--- src/design/chp_pkg.sv ---
package chp_pkg;

  // build-time sizing
  localparam int NUM_CORES      = 4;
  localparam int LOAD_FRAC_BITS = 11;

  // field widths
  localparam int AVG_W   = 20;
  localparam int RQ_W    = 16;
  localparam int CPU_W   = 3;
  localparam int TIME_W  = 32;
  localparam int DELAY_W = 10;
  localparam int PERS_W  = 4;

  localparam int IN_TDATA_W  = 72;
  localparam int OUT_TDATA_W = 24;

  // interval and hold constants
  localparam logic [DELAY_W-1:0] DEF_INTERVAL  = 10'd1000;
  localparam logic [DELAY_W-1:0] BUSY_INTERVAL = 10'd500;
  localparam logic [DELAY_W-1:0] RESUME_DELAY  = 10'd10;
  localparam logic [PERS_W-1:0]  BUSY_HOLD     = 4'd10;
  localparam logic [PERS_W-1:0]  DUAL_HOLD     = 4'd7;
  localparam logic [PERS_W-1:0]  DUAL_HOLD_LOW = 4'd3;

  // request kinds
  typedef enum logic [1:0] {
    REQ_TICK    = 2'd0,
    REQ_TOUCH   = 2'd1,
    REQ_SUSPEND = 2'd2,
    REQ_RESUME  = 2'd3
  } req_t;

  // hotplug commands
  typedef enum logic [1:0] {
    CMD_NONE    = 2'd0,
    CMD_OFFLINE = 2'd1,
    CMD_ONLINE  = 2'd2
  } cmd_t;

  // configuration register indexes
  typedef enum logic [1:0] {
    CFG_ENABLE      = 2'd0,
    CFG_ECO_MODE    = 2'd1,
    CFG_TOUCH_BOOST = 2'd2
  } cfg_idx_t;

  // run-queue bounds per online count (row = online - 1)
  typedef logic [RQ_W-1:0] rq_row_t [0:2];
  localparam rq_row_t RQ_UP_BOUND   = '{16'd19, 16'd19, 16'd19};
  localparam rq_row_t RQ_IDLE_BOUND = '{16'd30, 16'd11, 16'd11};
  typedef logic [TIME_W-1:0] tm_row_t [0:2];
  localparam tm_row_t TIME_BOUND    = '{32'd140, 32'd140, 32'd140};

  // full-mode load thresholds, whole threads
  typedef logic [4:0] thr_row_t [1:3];
  localparam thr_row_t FULL_THR = '{5'd5, 5'd7, 5'd9};
  localparam logic [4:0] ECO_THR  = 5'd3;
  localparam logic [4:0] ECO_HYST = 5'd4;
  localparam logic [4:0] FULL_HYST = 5'd8;
  localparam int ECO_SHIFT  = 1;
  localparam int FULL_SHIFT = 3;

endpackage

--- src/design/core_hotplug_policy.sv ---
// channel  direction  handshake                 payload
// in_      input      in_tvalid / in_tready     tuser req_type, tdata load sample
// out_     output     out_tvalid / out_tready   tdata command and status
// cfg_     input      cfg_valid / cfg_ready     cfg_index, cfg_data
//
// one request per cycle sustained while out_tready is high; out_tvalid rises once the accepted
// request has passed the input register, then policy logic into the result register and state
// rst_n is synchronous, active low; it resets control, configuration, policy state and valid flags
// a stalled result holds the pipeline; the input register still takes a request while it is
// empty or the result register is free or being drained
// cfg_ready is always high
module core_hotplug_policy (
  input  logic                                clk,
  input  logic                                rst_n,
  input  logic                                in_tvalid,
  output logic                                in_tready,
  // [1:0] req_type
  input  logic [1:0]                          in_tuser,
  // [19:0] avg_running, [35:20] queue_depth, [38:36] online_cpus, [70:39] now_ms, [71] zero
  input  logic [chp_pkg::IN_TDATA_W-1:0]      in_tdata,
  output logic                                out_tvalid,
  input  logic                                out_tready,
  // [1:0] cmd, [4:2] target_cores, [14:5] next_delay_ms, [17:15] run_stat,
  // [18] stat_error, [23:19] zero
  output logic [chp_pkg::OUT_TDATA_W-1:0]     out_tdata,
  input  logic                                cfg_valid,
  output logic                                cfg_ready,
  input  logic [1:0]                          cfg_index,
  input  logic                                cfg_data
);

  localparam int AW = chp_pkg::AVG_W;
  localparam int RW = chp_pkg::RQ_W;
  localparam int CW = chp_pkg::CPU_W;
  localparam int TW = chp_pkg::TIME_W;
  localparam int DW = chp_pkg::DELAY_W;
  localparam int PW = chp_pkg::PERS_W;

  // input register
  logic          in_v_r;
  logic [1:0]    req_r;
  logic [AW-1:0] avg_r;
  logic [RW-1:0] rq_r;
  logic [CW-1:0] online_r;
  logic [TW-1:0] now_r;

  // result register
  logic          out_v_r;
  logic [1:0]    cmd_r;
  logic [2:0]    target_r;
  logic [DW-1:0] delay_r;
  logic [2:0]    stat_r;
  logic          err_r;

  // configuration
  logic enable_r, eco_r, touch_r;

  // policy state
  logic [2:0]    last_target_r, last_target_nxt;
  logic [PW-1:0] down_r, down_nxt;
  logic [PW-1:0] busy_r, busy_nxt;
  logic [DW-1:0] interval_r, interval_nxt;
  logic          asleep_r, asleep_nxt;
  logic          first_r, first_nxt;
  logic [TW-1:0] last_vote_r, last_vote_nxt;
  logic [TW-1:0] accum_r, accum_nxt;

  // result values
  logic [1:0]    cmd_nxt;
  logic [2:0]    target_nxt;
  logic [DW-1:0] delay_nxt;
  logic [2:0]    stat_nxt;
  logic          err_nxt;

  logic advance;
  logic fire;

  assign advance   = !out_v_r || out_tready;
  assign fire      = in_v_r && advance;
  assign in_tready = !in_v_r || advance;
  assign cfg_ready = 1'b1;

  assign out_tvalid = out_v_r;
  assign out_tdata  = {5'd0, err_r, stat_r, delay_r, target_r, cmd_r};

  // load-based core target with hysteresis on the previous target
  function automatic logic [2:0] load_target(input logic [AW-1:0] avg,
                                             input logic eco,
                                             input logic [2:0] last);
    logic [2:0]    n;
    logic [4:0]    thr;
    logic [AW+4:0] lim;
    n = eco ? 3'd2 : 3'd4;
    for (int i = 3; i >= 1; i--) begin
      if (!eco || i == 1) begin
        thr = eco ? chp_pkg::ECO_THR : chp_pkg::FULL_THR[i];
        if (last <= 3'(i))
          thr = thr + (eco ? chp_pkg::ECO_HYST : chp_pkg::FULL_HYST);
        if (eco)
          lim = (AW+5)'(thr) << (chp_pkg::LOAD_FRAC_BITS - chp_pkg::ECO_SHIFT);
        else
          lim = (AW+5)'(thr) << (chp_pkg::LOAD_FRAC_BITS - chp_pkg::FULL_SHIFT);
        if ((AW+5)'(avg) <= lim)
          n = 3'(i);
      end
    end
    return n;
  endfunction

  // policy logic for the request in the input register
  always_comb begin
    logic [2:0]    count;
    logic          vote;
    logic [1:0]    row;
    logic [TW-1:0] d;
    logic [TW:0]   sum;
    logic [TW-1:0] acc;

    last_target_nxt = last_target_r;
    down_nxt        = down_r;
    busy_nxt        = busy_r;
    interval_nxt    = interval_r;
    asleep_nxt      = asleep_r;
    first_nxt       = first_r;
    last_vote_nxt   = last_vote_r;
    accum_nxt       = accum_r;

    cmd_nxt    = chp_pkg::CMD_NONE;
    target_nxt = 3'd1;
    delay_nxt  = '0;
    stat_nxt   = '0;
    err_nxt    = 1'b0;

    count = '0;
    vote  = 1'b0;
    row   = 2'(online_r - 3'd1);
    d     = now_r - last_vote_r;
    sum   = {1'b0, accum_r} + {1'b0, d};
    acc   = accum_r;

    case (req_r)
      chp_pkg::REQ_TICK: begin
        if (enable_r) begin
          count           = load_target(avg_r, eco_r, last_target_r);
          stat_nxt        = count;
          last_target_nxt = count;

          // run-queue vote in full mode
          if (!eco_r && online_r >= 3'd1 && online_r < 3'd4) begin
            if (first_r)
              first_nxt = 1'b0;
            else
              acc = sum[TW] ? {TW{1'b1}} : sum[TW-1:0];
            if (rq_r >= chp_pkg::RQ_UP_BOUND[row]) begin
              vote = (acc >= chp_pkg::TIME_BOUND[row]);
            end else if (rq_r > chp_pkg::RQ_IDLE_BOUND[row]) begin
              acc = '0;
            end
            accum_nxt     = acc;
            last_vote_nxt = now_r;
            if (vote) begin
              if (online_r == 3'd2)
                count = 3'd3;
              else if (online_r == 3'd3)
                count = 3'd4;
            end
          end

          // busy persistence sets the sampling interval
          if (count > 3'd2) begin
            if (busy_r == '0) begin
              interval_nxt = chp_pkg::BUSY_INTERVAL;
              busy_nxt     = chp_pkg::BUSY_HOLD;
            end
          end else if (busy_r != '0) begin
            busy_nxt = busy_r - 1'b1;
          end else begin
            interval_nxt = chp_pkg::DEF_INTERVAL;
          end

          // hotplug decision while awake
          if (!asleep_r) begin
            if (count == 3'd1) begin
              if (down_r != '0)
                down_nxt = down_r - 1'b1;
              if (down_r <= PW'(1)) begin
                cmd_nxt    = chp_pkg::CMD_OFFLINE;
                target_nxt = 3'd1;
              end
            end else if (count == 3'd2) begin
              down_nxt   = vote ? chp_pkg::DUAL_HOLD : chp_pkg::DUAL_HOLD_LOW;
              cmd_nxt    = (online_r < 3'd2) ? chp_pkg::CMD_ONLINE : chp_pkg::CMD_OFFLINE;
              target_nxt = 3'd2;
            end else begin
              err_nxt = 1'b1;
            end
          end
        end
        delay_nxt = interval_nxt;
      end
      chp_pkg::REQ_TOUCH: begin
        if (touch_r && online_r < 3'd2) begin
          cmd_nxt    = chp_pkg::CMD_ONLINE;
          target_nxt = 3'd2;
        end
      end
      chp_pkg::REQ_SUSPEND: begin
        asleep_nxt = 1'b1;
        cmd_nxt    = chp_pkg::CMD_OFFLINE;
        target_nxt = 3'd1;
      end
      chp_pkg::REQ_RESUME: begin
        down_nxt   = chp_pkg::BUSY_HOLD;
        asleep_nxt = 1'b0;
        cmd_nxt    = chp_pkg::CMD_ONLINE;
        target_nxt = eco_r ? 3'd1 : 3'(chp_pkg::NUM_CORES);
        delay_nxt  = chp_pkg::RESUME_DELAY;
      end
      default: begin
        cmd_nxt = chp_pkg::CMD_NONE;
      end
    endcase
  end

  // input register
  always_ff @(posedge clk) begin
    if (!rst_n) begin
      in_v_r <= 1'b0;
    end else if (in_tready) begin
      in_v_r <= in_tvalid;
    end
    if (in_tvalid && in_tready) begin
      req_r    <= in_tuser;
      avg_r    <= in_tdata[19:0];
      rq_r     <= in_tdata[35:20];
      online_r <= in_tdata[38:36];
      now_r    <= in_tdata[70:39];
    end
  end

  // result register and policy state
  always_ff @(posedge clk) begin
    if (!rst_n) begin
      out_v_r       <= 1'b0;
      last_target_r <= '0;
      down_r        <= '0;
      busy_r        <= '0;
      interval_r    <= chp_pkg::DEF_INTERVAL;
      asleep_r      <= 1'b0;
      first_r       <= 1'b1;
      last_vote_r   <= '0;
      accum_r       <= '0;
    end else if (fire) begin
      out_v_r       <= 1'b1;
      last_target_r <= last_target_nxt;
      down_r        <= down_nxt;
      busy_r        <= busy_nxt;
      interval_r    <= interval_nxt;
      asleep_r      <= asleep_nxt;
      first_r       <= first_nxt;
      last_vote_r   <= last_vote_nxt;
      accum_r       <= accum_nxt;
    end else if (out_tready) begin
      out_v_r <= 1'b0;
    end
    if (fire) begin
      cmd_r    <= cmd_nxt;
      target_r <= target_nxt;
      delay_r  <= delay_nxt;
      stat_r   <= stat_nxt;
      err_r    <= err_nxt;
    end
  end

  // configuration writes
  always_ff @(posedge clk) begin
    if (!rst_n) begin
      enable_r <= 1'b0;
      eco_r    <= 1'b0;
      touch_r  <= 1'b1;
    end else if (cfg_valid && cfg_ready) begin
      case (cfg_index)
        chp_pkg::CFG_ENABLE:      enable_r <= cfg_data;
        chp_pkg::CFG_ECO_MODE:    eco_r    <= cfg_data;
        chp_pkg::CFG_TOUCH_BOOST: touch_r  <= cfg_data;
        default: begin
          enable_r <= enable_r;
        end
      endcase
    end
  end

endmodule

--- config.mk ---
export PLATFORM = sky130hd
export DESIGN_NAME = core_hotplug_policy
export DESIGN_NICKNAME = d
export VERILOG_FILES = /design/src/design/chp_pkg.sv /design/src/design/core_hotplug_policy.sv
export SDC_FILE = /design/constraint.sdc
export NUM_CORES = 1
export LEC_CHECK = 0
export ABC_AREA = 1
export BUFFER_PORTS_ARGS = -buffer_cell sky130_fd_sc_hd__buf_2
export CAP_MARGIN = 20
export CORE_MARGIN = 2
export CORE_UTILIZATION = 45
export CTS_CLUSTER_SIZE = 30
export DETAILED_ROUTE_END_ITERATION = 8
export PLACE_DENSITY = 0.72
export SLEW_MARGIN = 20
export SYNTH_ARGS = -nofsm -noshare
export SYNTH_HDL_FRONTEND = slang
export SYNTH_SLANG_ARGS = --single-unit
--- constraint.sdc ---
create_clock -name clk -period 11.1 [get_ports clk]
set_clock_uncertainty 0.2 [all_clocks]
set_input_delay 1.665 -clock clk [delete_from_list [all_inputs] [get_ports clk]]
set_output_delay 1.665 -clock clk [all_outputs]
set_load 0.005 [all_outputs]
======== Word-level counts from Yosys, hierarchy flattened ========
Index checks and enable logic that the tools add are counted.
word-level totals
  bits in registers ....................... 184
  input port bits ......................... 82
  output and inout port bits .............. 27
  logic and storage cells ................. 178
cells by class
  $add $sub $neg .......................... 8
  $lt $le $gt $ge ......................... 15
  eq/ne operators ......................... 14
  muxes and demuxes ....................... 85
  bitwise gates (word level) .............. 3
  reductions and logical operators ........ 30
operators with widths
  operator                                             number
  2-to-1 mux 32 bit                                    9
  2-to-1 mux 25 bit                                    8
  less-or-equal comparator 20 x 25 -> 1 bit            3
  binary-select mux 16 bit (select 2 bit)              2
  binary-select mux 32 bit (select 2 bit)              1
  2-to-1 mux 16 bit                                    4
  2-to-1 mux 3 bit                                     16
  2-to-1 mux 10 bit                                    4
  2-to-1 mux 4 bit                                     10
  adder 32 x 32 -> 33 bit                              1
  greater-or-equal comparator 32 bit                   1
  subtractor 32 bit                                    1
  2-to-1 mux 2 bit                                     11
  case mux 10 bit (2 select lines)                     1
  greater-or-equal comparator 16 bit                   1
  > comparator 16 bit                                  1
  2-to-1 mux 15 bit                                    1
  2-to-1 mux 5 bit                                     3
  case mux 3 bit (4 select lines)                      1
  AND reduction 2 bit                                  6
  2-to-1 mux 1 bit                                     11
  equality test 3 x 2 -> 1 bit, second input constant  3
  case mux 2 bit (4 select lines)                      1
  case mux 4 bit (2 select lines)                      1
  34 further kinds                                     54

======== Longest topological paths before layout ========
  word-level depth ........................ 24
  gate-level depth with buffers ........... 47
  gate-level depth less buffers ........... 46

======== Least setup slack after synthesis ========
Ideal clock, no wire load.
  path type ............................... register to register
  start point ............................. reg now_r[0]
  end point ............................... reg delay_r[2] (data pin)
  arrival time ............................ 5795 ps
  required time ........................... 10641 ps
  slack ................................... 4845 ps
  cell stages (with the launch flop) ...... 44
  clock period less this slack ............ 6255 ps
  path through ............................ edfxtp_1 inv_1 ha_1 inv_1 fa_1 nand3_1 nand2_1 a21oi_1 o21ai_0 a21boi_1 o21ai_1 a21oi_1 o21ai_1 a21boi_0 o21ai_1 a21oi_1 o21ai_1 xor2_1 [... 8 more ...] nor2_8 buf_12 a21oi_1 ha_1 nand3_1 nand2_1 a21oi_1 nand2_1 nor2_1 nand2_4 nand3_4 nand2_4 inv_4 nand2_8 nand2_8 nand2_2 o21ai_0 nor2_1
between the ends
  word-level cells in the longest chain between the ends .. 20
RTL lines
  what                                line                        text
  from (decl)                         core_hotplug_policy.sv:45   logic [TW-1:0] now_r;
  from (signal assigned)              core_hotplug_policy.sv:237  now_r <= in_tdata[70:39];
  subtractor 32 bit                   core_hotplug_policy.sv:137  d = now_r - last_vote_r;
  adder 32 x 32 -> 33 bit             core_hotplug_policy.sv:138  sum = {1'b0, accum_r} + {1'b0, d};
  2-to-1 mux 32 bit                   core_hotplug_policy.sv:153  acc = sum[TW] ? {TW{1'b1}} : sum[TW-1:0];
  2-to-1 mux 32 bit                   core_hotplug_policy.sv:150  if (first_r)
  2-to-1 mux 32 bit                   core_hotplug_policy.sv:149  if (!eco_r && online_r >= 3'd1 && online_r < 3'd4) begin
  2-to-1 mux 32 bit                   core_hotplug_policy.sv:143  if (enable_r) begin
  2-to-1 mux 32 bit                   core_hotplug_policy.sv:141  case (req_r)
  greater-or-equal comparator 32 bit  core_hotplug_policy.sv:155  vote = (acc >= chp_pkg::TIME_BOUND[row]);
  [... 5 more ...]                    --
  2-to-1 mux 3 bit                    core_hotplug_policy.sv:149
  2-to-1 mux 3 bit                    core_hotplug_policy.sv:143
  2-to-1 mux 3 bit                    core_hotplug_policy.sv:141
  > comparator 3 x 2 -> 1 bit         core_hotplug_policy.sv:170  if (count > 3'd2) begin
  2-to-1 mux 10 bit                   core_hotplug_policy.sv:170
  2-to-1 mux 10 bit                   core_hotplug_policy.sv:143
  case mux 10 bit (2 select lines)    core_hotplug_policy.sv:141
  named net delay_nxt[2]              core_hotplug_policy.sv:71   logic [DW-1:0] delay_nxt;
  to (signal assigned)                core_hotplug_policy.sv:269  delay_r <= delay_nxt;
  to (decl)                           core_hotplug_policy.sv:51   logic [DW-1:0] delay_r;
The timed path passes the listed nets, and every way through them passes these cells. The select of a mux whose other input is x is not followed.
A chain may end at the register's enable or synchronous reset.

======== Final worst setup path ========
Ends and elaborated chain as after synthesis.

==> impl_metrics.env <==
export IMPL_critPathSlowestCell="fa_1"
export IMPL_clkTransAtPathRegs_ns=0.09
export IMPL_yosys_top_cells_area="edfxtp_1, dfxtp_1, nand2_1, ha_1, inv_1"
export IMPL_cts_resized=0
export IMPL_p_leak_uw=0.00635
export IMPL_htree_levels=4
export IMPL_post_drt_via_cell_ratio=5.08
export IMPL_dr_pass1_iters=6
export IMPL_max_freq_ghz=0.132
export IMPL_final_instance_count_excl_fill=2076
export IMPL_area_delta_synth_final_pct=11.7
export IMPL_core_area_mm2=0.0267
export IMPL_track_usage_pct=21.5
export IMPL_min_period_ns=7.56
export IMPL_ys_warn_count=0
export IMPL_timing_worst_slew_pin_value_ns=1.02
export IMPL_hold_violations=0
export IMPL_drc=0
export IMPL_yosys_area_top_type="edfxtp_1"
export IMPL_cpPeakStageDelay_ns=0.40
export IMPL_cts_buffers_inserted=17
export IMPL_diodes=0
export IMPL_synth_seq_cells=184
export IMPL_cap_violations=0
export IMPL_seq_area_frac_synth_pct=37.8
export IMPL_synth_area_mm2=0.0122
export IMPL_wire_per_inst_um=14.1
export IMPL_final_nets=1898
export IMPL_critical_path_class="reg -> reg"
export IMPL_seq_area_mm2=0.00460
export IMPL_cp_arrival_ns=7.55
export IMPL_rsz0062_at_grt="false"
export IMPL_min_period_over_period_pct=68.1
export IMPL_cp_common_cell="a21oi_1"
export IMPL_start_util_pct=45.6
export IMPL_hpwl_um=22300
export IMPL_rows=60
export IMPL_hold_buffers=0
export IMPL_power_per_cell_area_mw_per_mm2=119
export IMPL_portBuffers=101
export IMPL_dp_cells=2044
export IMPL_synth_edff_count=92
export IMPL_grt_max_degree=89
export IMPL_root_buffer="clkbuf_16"
export IMPL_cp_end_kind="flop"
export IMPL_drive_above_1_share_pct=12.6
export IMPL_ant_nets=0
export IMPL_async_flop_share_pct=0
export IMPL_grt_pass1_wl_um=49500
export IMPL_antenna_found_initial=0
export IMPL_status="completed"
export IMPL_cp_required_ns=11.09
export IMPL_synth_top_area_share_pct=22.7
export IMPL_grt_overflow=0
export IMPL_peakVddDrop_uv=126
export IMPL_crit_fanout=13
export IMPL_fp_dieH_um=169
export IMPL_clk_path_buf_depth=2
export IMPL_clock_latency_ns=0.45
export IMPL_syn_inst=1628
export IMPL_die_x_um=169
export IMPL_cts_tree="built"
export IMPL_hold_class="reg -> reg"
export IMPL_syn_area_per_cell_um2=7.48
export IMPL_grt_pass1_vias=10200
export IMPL_start_kind="flop"
export IMPL_pin_count=109
export IMPL_cts_setup_buffers=0
export IMPL_slew_headroom_pct=31.7
export IMPL_drv_slew=0
export IMPL_setup_viol=0
export IMPL_route_vias_total=10500
export IMPL_gp_congestion=0.941
export IMPL_fill_cells=2589
export IMPL_synth_cell_types=55
export IMPL_drt_iter0_markers=692
export IMPL_tns_ns=0
export IMPL_synth_ff_type="edfxtp_1"
export IMPL_multi_input_area_mm2=0.00640
export IMPL_wl_um=29300
export IMPL_design_die_area_mm2=0.0284
export IMPL_cts_sinks=184
-- metrics by stage --
step | utilization, % | area [µm²] | total power, µW | hold WS, ns | setup WS, ns
floorplan | - | 12200 | 920 | 0.200 | 4.85
global placement | 48.6 | 13000 | 981 | 0.209 | 3.65
detailed placement | 48.6 | 13000 | 985 | 0.220 | 3.60
CTS | 50.9 | 13600 | 1640 | 0.243 | 3.54
global route | 50.9 | 13600 | 1700 | 0.261 | 2.86
finish | 50.9 | 13600 | 1630 | 0.239 | 3.54
-- cell usage in the layout (no fill, tap or decap), types with 6 or more instances in the layout --
cell	netlist	final
nand3_1	77	77
conb_1	2	6
o21bai_1	7	7
nand2_2	14	14
nor3_1	23	23
nand4_1	18	18
inv_8	0	6
inv_2	9	11
xor2_1	27	27
xnor2_1	20	20
nor2_1	117	117
o21ai_1	14	14
o21ai_0	64	64
clkbuf_16	0	17
nand2_1	412	412
dfxtp_1	92	92
or2_2	21	21
nand3_2	12	12
nor4_1	8	8
o221ai_1	6	6
inv_1	256	255
buf_2	2	101
edfxtp_1	92	92
nand2_4	7	7
ha_1	92	92
a21oi_1	145	145
-- cell families (layout without fill, tap and decap cells) --
kind of cell	Yosys count	count (layout)	synth area share (%)
AND/OR/NAND/NOR	730	730	27.0
buffers and inverters	303	406	9.76
AO/OA/AOI/OAI	268	268	12.2
flip-flops	184	184	37.8
adder cells (fa/ha/maj)	94	94	9.78
XOR/XNOR	47	47	3.38
other	2	6	0.0617
-- state kept, by name, indices dropped and copies added, names as in the netlist, 4 cells and up --
| signal | flops |
|---|---|
| accum_r | 32 |
| last_vote_r | 32 |
| busy_r | 4 |
| rq_r | 16 |
| down_r | 4 |
| delay_r | 10 |
| interval_r | 10 |
| avg_r | 20 |
| now_r | 32 |
-- report_power, final --
group	internal [µW]	total, µW	switching (µW)
Clock	316	654	338
Sequential	737	748	11.3
Combinational	78.2	223	145
-- layout make-up --
type | count | area share (%)
Tap cell | 341 | 3.14
Clock inverter | 15 | 1.46
Clock buffer | 17 | 3.13
Multi-Input combinational cell | 1145 | 47.1
Inverter | 269 | 7.44
Timing Repair Buffer | 105 | 3.94
Sequential cell | 184 | 33.8
-- critical path: cells and delay by family (launching register included) --
family	cells	cell delay [ns]
compound gates	13	2.90
simple gates	20	2.12
fa+ha+maj	4	1.22
flops	1	0.37
buf+inv	4	0.30
xor+xnor	1	0.19
-- path summary, 6_finish.rpt --
kind,from,end,slack [ns],depth (start not counted)
worst min-delay path,interval_r[0]$_SDFFE_PN0P_,interval_r[0]$_SDFFE_PN0P_,0.24,2
worst max register to register,now_r[0]$_DFFE_PP_,delay_r[2]$_DFFE_PP_,3.54,42
worst max-delay path,now_r[0]$_DFFE_PP_,delay_r[2]$_DFFE_PP_,3.54,42
worst min register to register,interval_r[0]$_SDFFE_PN0P_,interval_r[0]$_SDFFE_PN0P_,0.24,2
-- cell usage after synthesis, types with 7 or more instances --
library cell / count
nand3_2: 12
buf_4: 8
clkbuf_1: 23
nor2_1: 117
o21ai_1: 14
o21bai_1: 7
inv_2: 9
dfxtp_1: 92
inv_1: 256
nand2_2: 14
edfxtp_1: 92
nor3_1: 23
xor2_1: 27
nand2_4: 7
nand4_1: 18
nor4_1: 8
nand2_1: 412
or2_2: 21
ha_1: 92
a21oi_1: 145
nand3_1: 77
xnor2_1: 20
o21ai_0: 64
-- layer usage --
layer / vias up / track usage, % / share of wire [%]
met5: - / 0 / 0
li1: 5471 / - / -
met4: 0 / 7.50 / 3.1
met1: 4740 / 27.6 / 46
met2: 277 / 36.7 / 46
met3: 54 / 3.81 / 5.1
(Power assumes the default switching activity.)
